## config.mk

```make
export PLATFORM = sky130hd
export DESIGN_NAME = dbpp_timer
export DESIGN_NICKNAME = d
export VERILOG_FILES = /design/src/rtl/dbpp_pkg.sv /design/src/rtl/dbpp_timer.sv
export SDC_FILE = /design/constraint.sdc
export NUM_CORES = 1
export LEC_CHECK = 0
export BUFFER_PORTS_ARGS = -buffer_cell sky130_fd_sc_hd__buf_2
export CORE_ASPECT_RATIO = 1.75
export CORE_MARGIN = 3
export CORE_UTILIZATION = 53
export DETAILED_ROUTE_END_ITERATION = 10
export PLACE_DENSITY = 0.74
export SETUP_SLACK_MARGIN = 0.2
export SLEW_MARGIN = 5
export SYNTH_ARGS = -nofsm -noshare
export SYNTH_HDL_FRONTEND = slang
export SYNTH_SLANG_ARGS = --single-unit
```

## constraint.sdc

```tcl
create_clock -name i_clk -period 3.54 [get_ports i_clk]
set_clock_uncertainty 0.05 [all_clocks]
set_input_delay 0.177 -clock i_clk [delete_from_list [all_inputs] [get_ports i_clk]]
set_output_delay 0.177 -clock i_clk [all_outputs]
set_load 0.05 [all_outputs]
```

## src/rtl/dbpp_pkg.sv

```systemverilog
package dbpp_pkg;

    // store geometry
    localparam int STORE_BYTES_DEF = 1024;
    localparam int LOAD_ADDR_W     = 10;

    // field widths
    localparam int SAMPLE_W  = 8;
    localparam int SPS_W     = 16;
    localparam int BCD_W     = 8;
    localparam int SECONDS_W = 7;

    // samples per second after reset
    localparam logic [SPS_W-1:0] SPS_RESET = 16'd44100;

    // bcd arithmetic
    localparam logic [BCD_W-1:0] BCD_HI_MASK   = 8'b11110000;
    localparam logic [BCD_W-1:0] BCD_ADJUST    = 8'b00000110;
    localparam logic [BCD_W-1:0] BCD_DIGIT_MAX = 8'd9;
    localparam logic [BCD_W-1:0] SECONDS_WRAP  = 8'h60;
    localparam logic [BCD_W-1:0] MINUTES_WRAP  = 8'hA0;

    typedef enum logic [1:0] {
        OP_TICK = 2'd0,
        OP_LOAD = 2'd1,
        OP_STOP = 2'd2,
        OP_PLAY = 2'd3
    } t_op;

    typedef struct packed {
        t_op                    op;
        logic [LOAD_ADDR_W-1:0] load_addr;
        logic [SAMPLE_W-1:0]    load_data;
    } t_in_item;

    typedef struct packed {
        logic [SAMPLE_W-1:0]  left_sample;
        logic [SAMPLE_W-1:0]  right_sample;
        logic [SECONDS_W-1:0] seconds_bcd;
        logic [BCD_W-1:0]     minutes_bcd;
        logic                 refill_request;
        logic                 refill_half;
        logic                 is_playing;
    } t_out_item;

    typedef struct packed {
        logic tick;
        logic clear;
    } t_timer_ctl;

    function automatic logic [BCD_W-1:0] bcd_inc(input logic [BCD_W-1:0] v);
        logic [BCD_W-1:0] s;
        s = v + 8'd1;
        if ((s & ~BCD_HI_MASK) > BCD_DIGIT_MAX) begin
            s = s + BCD_ADJUST;
        end
        return s;
    endfunction

endpackage

```

## src/rtl/dbpp_timer.sv

```systemverilog
module dbpp_timer (
    input  logic                           i_clk,
    input  logic                           i_rst_n,
    input  dbpp_pkg::t_timer_ctl           i_ctl,
    input  logic [dbpp_pkg::SPS_W-1:0]     i_samples_per_second,
    output logic [dbpp_pkg::BCD_W-1:0]     o_seconds_bcd,
    output logic [dbpp_pkg::BCD_W-1:0]     o_minutes_bcd
);
    import dbpp_pkg::*;

    logic [SPS_W-1:0] r_countdown, n_countdown;
    logic [BCD_W-1:0] r_seconds, n_seconds;
    logic [BCD_W-1:0] r_minutes, n_minutes;

    always_comb begin
        n_countdown = r_countdown;
        n_seconds   = r_seconds;
        n_minutes   = r_minutes;
        if (i_ctl.clear) begin
            n_countdown = i_samples_per_second;
            n_seconds   = '0;
            n_minutes   = '0;
        end else if (i_ctl.tick) begin
            n_countdown = r_countdown - 16'd1;
            if (n_countdown == '0) begin
                n_countdown = i_samples_per_second;
                n_seconds   = bcd_inc(r_seconds);
            end
            // minute rollover, 99:59 goes back to 00:00
            if (n_seconds == SECONDS_WRAP) begin
                n_seconds = '0;
                n_minutes = bcd_inc(r_minutes);
                if (n_minutes == MINUTES_WRAP) begin
                    n_minutes = '0;
                end
            end
        end
    end

    always_ff @(posedge i_clk) begin
        if (!i_rst_n) begin
            r_countdown <= SPS_RESET;
            r_seconds   <= '0;
            r_minutes   <= '0;
        end else begin
            r_countdown <= n_countdown;
            r_seconds   <= n_seconds;
            r_minutes   <= n_minutes;
        end
    end

    assign o_seconds_bcd = r_seconds;
    assign o_minutes_bcd = r_minutes;

endmodule
```

==> impl_metrics.tcl, run 1 <==
set metrics [dict create \
    status "complete, no violations" \
    n_antenna_cell 0 \
    whs_path_depth 2 \
    clk_latency_ns 0.29 \
    slew_viol_final 0 \
    post_dp_cell_area_sq_um 3090 \
    drive_gt1_share_pct 25.4 \
    worst-slew-pin-transition_ns 0.799 \
    grt_pass1_vias 2802 \
    cts_tree "done" \
    drcViolationCount 0 \
    cts_made_buffers 5 \
    reg2reg_slack_ns 0.35 \
    coreArea_sq_um 5100 \
    path_cells "ha_4 -> xor2_4 -> inv_1 -> ha_2 -> o31a_1 -> and3_2 -> or4b_2 -> o2111ai_2 -> a22oi_4 -> nand2_4 -> mux2i_2" \
    gp_congestion 0.972 \
    critPathLaunch "o_seconds_bcd[1]" \
    boundaryPins 36 \
    syn_nets 402 \
    clock_sinks 32 \
    finalCritPeriodShare_pct 90.0 \
    yosysTopAreaCell "dfxtp_1" \
    hpwl_microns 5630 \
    period_minus_slack_ns 3.19 \
    grt-ovfl-total 0 \
    grt_pass1_wl_microns 12600 \
    firstDrtPassIters 4 \
    start_kind "flip-flop" \
    synth_enable_flop_cells 0 \
    fp.dieArea_sq_um 6340 \
    avgSynthCellArea_sq_um 7.66 \
    p_per_area_nw_per_um2 256 \
    cp-end-kind "flip-flop" \
    io_buffers 35 \
    nNetsFinal 437 \
    critPathMaxFanout 10 \
    die_h_microns 103 \
    vdd_ir_drop_max_mv 0.250 \
    fillCellCount 473 \
    cp.arrival_ns 3.35 \
    clk_path_buf_depth 2 \
    ys_ff_latch 32 \
    synth-async-reset-ratio_pct 0 \
    power.leakage_nw 1.28 \
    drt-vias-per-instance 6.15 \
    required_ns 3.70 \
    cts.hold.buffers_added 0 \
    r2r-end "o_minutes_bcd[6]" \
    hp-start "i_rst_n" \
    max_stage_delay_ns 0.67 \
    post-route-util_pct 64.6 \
    clkSlewWorstSetupHoldPaths_ns 0.07 \
    cts-root-buf "clkbuf_8" \
    r2r_start "o_seconds_bcd[1]" \
    fmax_mhz 314 \
    grt_setup_unrepaired "true" \
    finalSetupViolations 0 \
    yosysTopAreaCellShare_pct 22.4 \
    row_count 34 \
    drtIter0Drc 197 \
    synth_cells 373 \
    worstRegToRegCells 11 \
    htreeDepth 2 \
    final_cell_mix "nand2_1 (38), buf_2 (35), nor2_1 (32), dfxtp_1 (27), inv_1 (24)" \
    drtAntennaViolNets 0 \
    finalSetupTns_ns 0 \
    chipWidth_microns 61.5 \
    worst_hold_path.endpoint "r_countdown[10]" \
    final_hold_viol_count 0 \
    cap_violations 0 \
    place_inst 452 \
    antenna_found_initial 0 \
    mostFrequentLayoutCell "nand2_1" \
    worstSetupPathType "reg -> reg" \
    synth_ff_type "dfxtp_1" \
    initial_core_util_pct 56.0 \
    relSlewSlack_pct 46.7 \
    synth_area_sq_um 2860 \
    num_vias 2846 \
    ys_warn_count 0 \
    synth_cell_type_count 71 \
    routed_wirelength_microns 7600 \
    ys_seq_area_share_pct 22.4 \
    cp_slowest_cell "or4b_2" \
    grt_use_total_pct 26.0 \
    detail_route.wl_per_cell_microns 16.4 \
    area_growth_pct 15.3 \
    design_area_sq_um 3300 \
    instances_no_fill 463 \
    grt_max_degree 19 \
    ys_top_cells_by_area "dfxtp_1 (22%), xnor2_1 (6.4%), nand2_1 (5.0%), nor2_1 (4.2%), ha_1 (3.9%)" \
    hold_class "in -> reg" \
    power_mw 0.842 \
]
[timing repair]
action	CTS	global route
pin swaps	0	9
buffers inserted	0	3
endpoints found under the setup margin	8	23
gates resized for setup	3	14
[final cells by class]
class	instances	area [sq um]	share of cell area, %
Multi-Input combinational cell	295	2090	63.5
Sequential cell	32	652	19.8
Timing Repair Buffer	50	288	8.73
Clock buffer	6	93.8	2.85
Inverter	24	90.1	2.73
Tap cell	54	67.6	2.05
Clock inverter	2	12.5	0.380
[worst max-delay path, delay by kind of cell, from the launching register on]
family,cells,cell delay (ns)
AO/OA/AOI/OAI,3,0.61
XOR/XNOR,1,0.22
multiplexers,1,0.23
flip-flops,1,0.41
buffers and inverters,1,0.11
adder cells (fa/ha/maj),2,0.42
AND/OR/NAND/NOR,3,1.06
[stage by stage]
step | setup WS [ns] | hold slack, ns
2_1_floorplan | 0.280 | 0.249
3_3_place_gp | 0.199 | 0.431
3_5_place_dp | 0.169 | 0.443
4_1_cts | 0.232 | 0.150
5_1_grt | 0.164 | 0.171
6_report | 0.354 | 0.156
[power breakdown]
| part | internal [mW] | total [mW] | switching (mW) | leakage [nW] |
|---|---|---|---|---|
| sequential | 0.372 | 0.396 | 0.0237 | 0.264 |
| clock | 0.180 | 0.323 | 0.143 | 0.0523 |
| combinational | 0.0579 | 0.124 | 0.0660 | 0.960 |
| total | 0.610 | 0.842 | 0.233 | 1.28 |
[logic make-up after synthesis]
kind of cell / Yosys count / share of synthesized area [%]
buffers and inverters: 46 / 7.40
AO/OA/AOI/OAI: 88 / 24.1
multiplexers: 15 / 5.43
AND/OR/NAND/NOR: 157 / 28.7
flip-flops: 32 / 22.4
adder cells (fa/ha/maj): 9 / 3.94
XOR/XNOR: 26 / 7.97
[cell usage after synthesis (11+ instances only)]
| master | n |
|---|---|
| a21oi_1 | 15 |
| clkbuf_1 | 13 |
| dfxtp_1 | 32 |
| inv_1 | 24 |
| mux2i_1 | 11 |
| nand2_1 | 38 |
| nand3_1 | 13 |
| nor2_1 | 32 |
| nor3_1 | 13 |
| o21ai_0 | 13 |
| xnor2_1 | 21 |
[layer usage]
metal	GRT usage (%)	routed length (microns)
met1	28.0	2920
met2	45.3	4110
met3	3.38	265
met4	17.2	300
met5	0	0
[worst max path at each step]
stage / end
2_1_floorplan: o_minutes_bcd[3]
3_3_place_gp: o_minutes_bcd[5]
5_1_grt: r_countdown[2]
4_1_cts: o_minutes_bcd[6]
3_5_place_dp: o_minutes_bcd[6]
6_report: o_minutes_bcd[6]
[sequential cells by signal, indices dropped and copies added (netlist names)]
register and cells:
o_minutes_bcd 8, o_seconds_bcd 8, r_countdown 16
Note: power is estimated with default switching activity, not from simulation.
==> run 2, diff against run 1 <==
Clock period 3.54 ns to 2.65 ns, I/O delays scaled along.
==> impl_metrics.tcl, run 2 (synthesis gave the netlist of run 1 again) <==
set metrics [dict create \
    io_buffers 35 \
    cts_made_buffers 5 \
    cp.arrival_ns 3.11 \
    finalCritPeriodShare_pct 111 \
    grt-busiest-layer "met2" \
    worst-slew-pin-transition_ns 0.839 \
    final_cell_mix "buf_4 (72), nand2_1 (37), buf_2 (35), nor2_1 (29), dfxtp_1 (27)" \
    switching_share_pct 28.4 \
    grt_use_total_pct 31.9 \
    start_kind "flip-flop" \
    max_stage_delay_ns 0.69 \
    clk_path_buf_depth 2 \
    clock_sinks 32 \
    internal-power_mw 0.901 \
    met1_usage_pct 30.3 \
    cpMostUsedCell "buf_4" \
    cp_slowest_cell "or4_2" \
    post_dp_cell_area_sq_um 3630 \
    p_comb_share_pct 20.3 \
    use_met2_pct 58.8 \
    design_area_sq_um 4070 \
    critPathLaunch "o_seconds_bcd[0]" \
    r2r_start "o_seconds_bcd[0]" \
    grt_pass1_wl_microns 15200 \
    n_antenna_cell 0 \
    holdWs_ns 0.0947 \
    drtAntennaViolNets 0 \
    top_register "r_countdown" \
    reg2reg_slack_ns -0.30 \
    hpwl_microns 6540 \
    drcViolationCount 0 \
    detail_route.wl_per_cell_microns 18.7 \
    relSlewSlack_pct 44.0 \
    clkSlewWorstSetupHoldPaths_ns 0.08 \
    critPathMaxFanout 8 \
    instances_no_fill 531 \
    period_minus_slack_ns 2.95 \
    status "finished, violations left" \
    post-route-util_pct 79.8 \
    p_sw_mw 0.357 \
    regArea_sq_um 652 \
    finalSetupTns_ns -6.21 \
    vdd_ir_drop_max_mv 0.419 \
    multiInputGateArea_sq_um 2310 \
    coreArea_sq_um 5100 \
    drt-vias-per-instance 6.30 \
    largest_reg_flops 16 \
    num_vias 3346 \
    fillCellCount 355 \
    place_inst 514 \
    finalSetupViolations 32 \
    drive_gt1_share_pct 41.5 \
    crit_path_end "o_minutes_bcd[2]" \
    row_count 34 \
    grt_setup_unrepaired "true" \
    clkPwrFrac_pct 38.5 \
    drtIter0Drc 356 \
    p_per_area_nw_per_um2 309 \
    whs_path_depth 3 \
    grt_max_degree 24 \
    grt-ovfl-total 0 \
    fp.dieArea_sq_um 6340 \
    htreeDepth 2 \
    seq_power_share_pct 41.2 \
    layout_setup_ws_ns -0.300 \
    violations "setup timing" \
    cts_tree "done" \
    routed_wirelength_microns 9930 \
    die_h_microns 103 \
    worstSetupPathType "reg -> reg" \
    cts.hold.buffers_added 0 \
    cap_violations 0 \
    use_met3_pct 5.39 \
    nNetsFinal 505 \
    hold_class "in -> reg" \
    slew_viol_final 0 \
    final_hold_viol_count 0 \
    mostFrequentLayoutCell "buf_4" \
    chipWidth_microns 61.5 \
    fmax_mhz 339 \
    grt_pass1_vias 3374 \
    cts-root-buf "clkbuf_8" \
    boundaryPins 36 \
    r2r-end "o_minutes_bcd[2]" \
    required_ns 2.81 \
    area_growth_pct 42.6 \
    cp-end-kind "flip-flop" \
    worstRegToRegCells 10 \
    gp_congestion 1.01 \
    initial_core_util_pct 56.0 \
    antenna_found_initial 0 \
    clk_latency_ns 0.29 \
    power.leakage_nw 1.68 \
    firstDrtPassIters 5 \
    path_cells "buf_4 -> nand3_1 -> xnor2_1 -> or4_2 -> a2111oi_4 -> buf_4 -> o2111ai_4 -> a22oi_4 -> nand2_4 -> o32ai_2" \
]
-- run 2: power by group through the flow --
stage / clock [mW] / combinational (mW) / sequential (mW)
2_1_floorplan: 0 / 0.140 / 0.522
3_3_place_gp: 0 / 0.210 / 0.526
3_5_place_dp: 0 / 0.217 / 0.526
4_1_cts: 0.488 / 0.238 / 0.517
5_1_grt: 0.511 / 0.276 / 0.520
6_report: 0.484 / 0.256 / 0.519
-- run 2: routing by layer --
metal | vias up | wire, microns
met5 | - | 0
met4 | 0 | 683
met3 | 68 | 413
met2 | 149 | 5470
met1 | 1577 | 3360
li1 | 1552 | -
-- run 2: how the worst min path moves through the flow --
stage          slack [ns]               to                    start
2_1_floorplan        0.20   r_countdown[4]                  i_rst_n
3_3_place_gp         0.41  r_countdown[10]                  i_rst_n
3_5_place_dp         0.42  r_countdown[11]                  i_rst_n
4_1_cts              0.09   r_countdown[0]  i_samples_per_second[0]
5_1_grt              0.12  r_countdown[10]                  i_rst_n
6_report             0.09   r_countdown[0]  i_samples_per_second[0]
-- run 2: worst max-delay path, delay by kind of cell, from the launching register on --
kind | cells | cell delay (ns)
AO/OA/AOI/OAI | 4 | 1.01
flip-flops | 1 | 0.39
XOR/XNOR | 1 | 0.17
buffers and inverters | 2 | 0.30
AND/OR/NAND/NOR | 3 | 0.94
-- run 2: final cells by class --
class | instances | area share (%)
multi-input combinational | 296 | 56.7
timing repair buffer | 117 | 20.6
sequential | 32 | 16.0
inverter | 24 | 2.27
clock buffer | 5 | 1.69
tap | 54 | 1.66
clock inverter | 3 | 1.04
-- run 2: per-stage QoR --
| step | power, mW | setup slack [ns] |
|---|---|---|
| after floorplan | 0.662 | -0.507 |
| after global placement | 0.736 | -0.318 |
| after detailed placement | 0.744 | -0.388 |
| after CTS | 1.24 | -0.288 |
| after global routing | 1.31 | -0.439 |
| final | 1.26 | -0.300 |
-- run 2: what timing repair did --
item | in CTS | in global routing
cloned | 1 | 0
buffers inserted | 6 | 2
pin swaps | 15 | 13
setup endpoints to repair | 32 | 32
resized for setup | 41 | 23
hold endpoints to repair | 0 | 0
==> run 3, diff against run 2 <==
Settings changed: CORE_ASPECT_RATIO 1.75 to not set.
==> impl_metrics.tcl, run 3 (synthesis gave the netlist of run 1 again) <==
set metrics [dict create \
    chipWidth_microns 79.4 \
    largest_reg_flops 16 \
    fmax_mhz 337 \
    regArea_sq_um 651 \
    post-route-util_pct 75.8 \
    multiInputGateArea_sq_um 2210 \
    grt_setup_unrepaired "true" \
    slew_viol_final 0 \
    start_kind "flip-flop" \
    critical_path.top_delay_family "compound AO/OA/AOI/OAI gates" \
    grt-ovfl-total 0 \
    cts-root-buf "clkbuf_8" \
    antenna_found_initial 0 \
    clock_sinks 32 \
    hold_class "in -> reg" \
    clk_path_buf_depth 2 \
    cp.arrival_ns 3.10 \
    routed_wirelength_microns 8570 \
    drive_gt1_share_pct 38.9 \
    cts.hold.buffers_added 0 \
    cts_tree "done" \
    row_count 26 \
    status "finished, violations left" \
    area_growth_pct 37.3 \
    required_ns 2.78 \
    nNetsFinal 502 \
    cap_violations 0 \
    drt-vias-per-instance 5.83 \
    worst-slew-pin-transition_ns 0.793 \
    mostFrequentLayoutCell "buf_4" \
    final_hold_viol_count 0 \
    violations "setup timing" \
    fp.dieArea_sq_um 6310 \
    power.leakage_nw 1.61 \
    period_minus_slack_ns 2.97 \
    critPathMaxFanout 3 \
    cp_slowest_cell "or3b_1" \
    clk_latency_ns 0.29 \
    io_buffers 35 \
    clkPwrFrac_pct 32.6 \
    seq_power_share_pct 46.1 \
    cpMostUsedCell "buf_4" \
    cp-end-kind "flip-flop" \
    die_h_microns 79.4 \
    top_register "r_countdown" \
    cts_made_buffers 5 \
    vdd_ir_drop_max_mv 0.246 \
    detail_route.wl_per_cell_microns 15.8 \
    grt_use_total_pct 28.4 \
    p_sw_mw 0.330 \
    grt_pass1_vias 3108 \
    fillCellCount 388 \
    grt_max_degree 19 \
    max_stage_delay_ns 0.37 \
    internal-power_mw 0.794 \
    grt_pass1_wl_microns 14500 \
    relSlewSlack_pct 47.0 \
    drcViolationCount 0 \
    p_comb_share_pct 21.3 \
    initial_core_util_pct 55.2 \
    switching_share_pct 29.3 \
    p_per_area_nw_per_um2 287 \
    final_cell_mix "buf_4 (74), nand2_1 (37), buf_2 (35), nor2_1 (30), dfxtp_1 (28)" \
    num_vias 3167 \
    critPathBufInv 3 \
    worstSetupPathType "reg -> reg" \
    drtAntennaViolNets 0 \
    holdWs_ns 0.113 \
    gp_congestion 0.934 \
    boundaryPins 36 \
    clkSlewWorstSetupHoldPaths_ns 0.07 \
    coreArea_sq_um 5170 \
    firstDrtPassIters 5 \
    drtIter0Drc 364 \
    finalCritPeriodShare_pct 112 \
    htreeDepth 2 \
    finalSetupViolations 32 \
    n_antenna_cell 0 \
    layout_setup_ws_ns -0.318 \
    path_cells "inv_2 -> ha_4 -> or3b_1 -> or3_4 -> a211o_4 -> a2111oi_4 -> buf_4 -> buf_4 -> nand2_2 -> nor3_4 -> xnor2_1 -> a311oi_1" \
    hpwl_microns 6180 \
]
==> run 3: changes by cell type in the layout (fill, tap and decap cells not counted), sizes merged <==
| cell | delta |
|---|---|
| nor2 | -1 |
| bufinv | -1 |
| clkbuf | +1 |
| clkinvlp | -1 |
| buf | -2 |
==> run 3: power by group through the flow <==
stage	Combinational (mW)	Clock, mW	Sequential, mW
floorplan	0.140	0	0.522
global placement	0.210	0	0.525
detailed placement	0.216	0	0.526
CTS	0.232	0.370	0.516
global route	0.260	0.388	0.520
finish	0.239	0.367	0.518
==> run 3: path summary, 6_finish.rpt <==
check	startpoint	end	slack, ns	cells after the start
setup / recovery	r_countdown[1]	o_seconds_bcd[5]	-0.32	12
hold / removal	i_rst_n	r_countdown[6]	0.11	2
setup reg to reg	r_countdown[1]	o_seconds_bcd[5]	-0.32	12
hold reg to reg	o_minutes_bcd[7]	o_minutes_bcd[7]	0.47	2
==> run 3: metrics by stage <==
stage	total power, mW	std cells	setup TNS [ns]	setup WS (ns)	cell area [sq um]
2_1_floorplan	0.662	373	-12.06	-0.507	2970
3_3_place_gp	0.735	530	-7.66	-0.345	3650
3_5_place_dp	0.742	530	-9.68	-0.414	3650
4_1_cts	1.12	542	-5.27	-0.225	3890
5_1_grt	1.17	543	-9.71	-0.397	3920
6_report	1.12	543	-6.36	-0.318	3920
==> run 3: layout make-up <==
type                       count  share of cell area [%]
timing repair buffer         115                    20.6
clock buffer                   6                    1.85
clock inverter                 1                   0.128
tap                           70                    2.23
inverter                      24                    2.36
multi-input combinational    295                    56.3
sequential                    32                    16.6
==> run 3: worst reg2reg max path, stage by stage (launching register included) <==
cell       delay, ns
dfxtp_2         0.32
inv_2           0.07
ha_4            0.13
or3b_1          0.37
or3_4           0.34
a211o_4         0.36
a2111oi_4       0.31
buf_4           0.18
buf_4           0.10
nand2_2         0.09
nor3_4          0.15
xnor2_1         0.10
a311oi_1        0.30
==> run 3: repair_timing <==
action | CTS | global route
pin swaps | 19 | 3
gates resized for setup | 34 | 4
setup buffers | 5 | 1
setup endpoints to repair | 32 | 32
==> run 3: routing by layer <==
| metal | GRT usage [%] | up-vias | wire length [microns] |
|---|---|---|---|
| met5 | 0 | - | 0 |
| met4 | 8.93 | 0 | 134 |
| met3 | 4.74 | 19 | 447 |
| met2 | 48.2 | 105 | 4210 |
| met1 | 36.5 | 1508 | 3780 |
| li1 | - | 1535 | - |
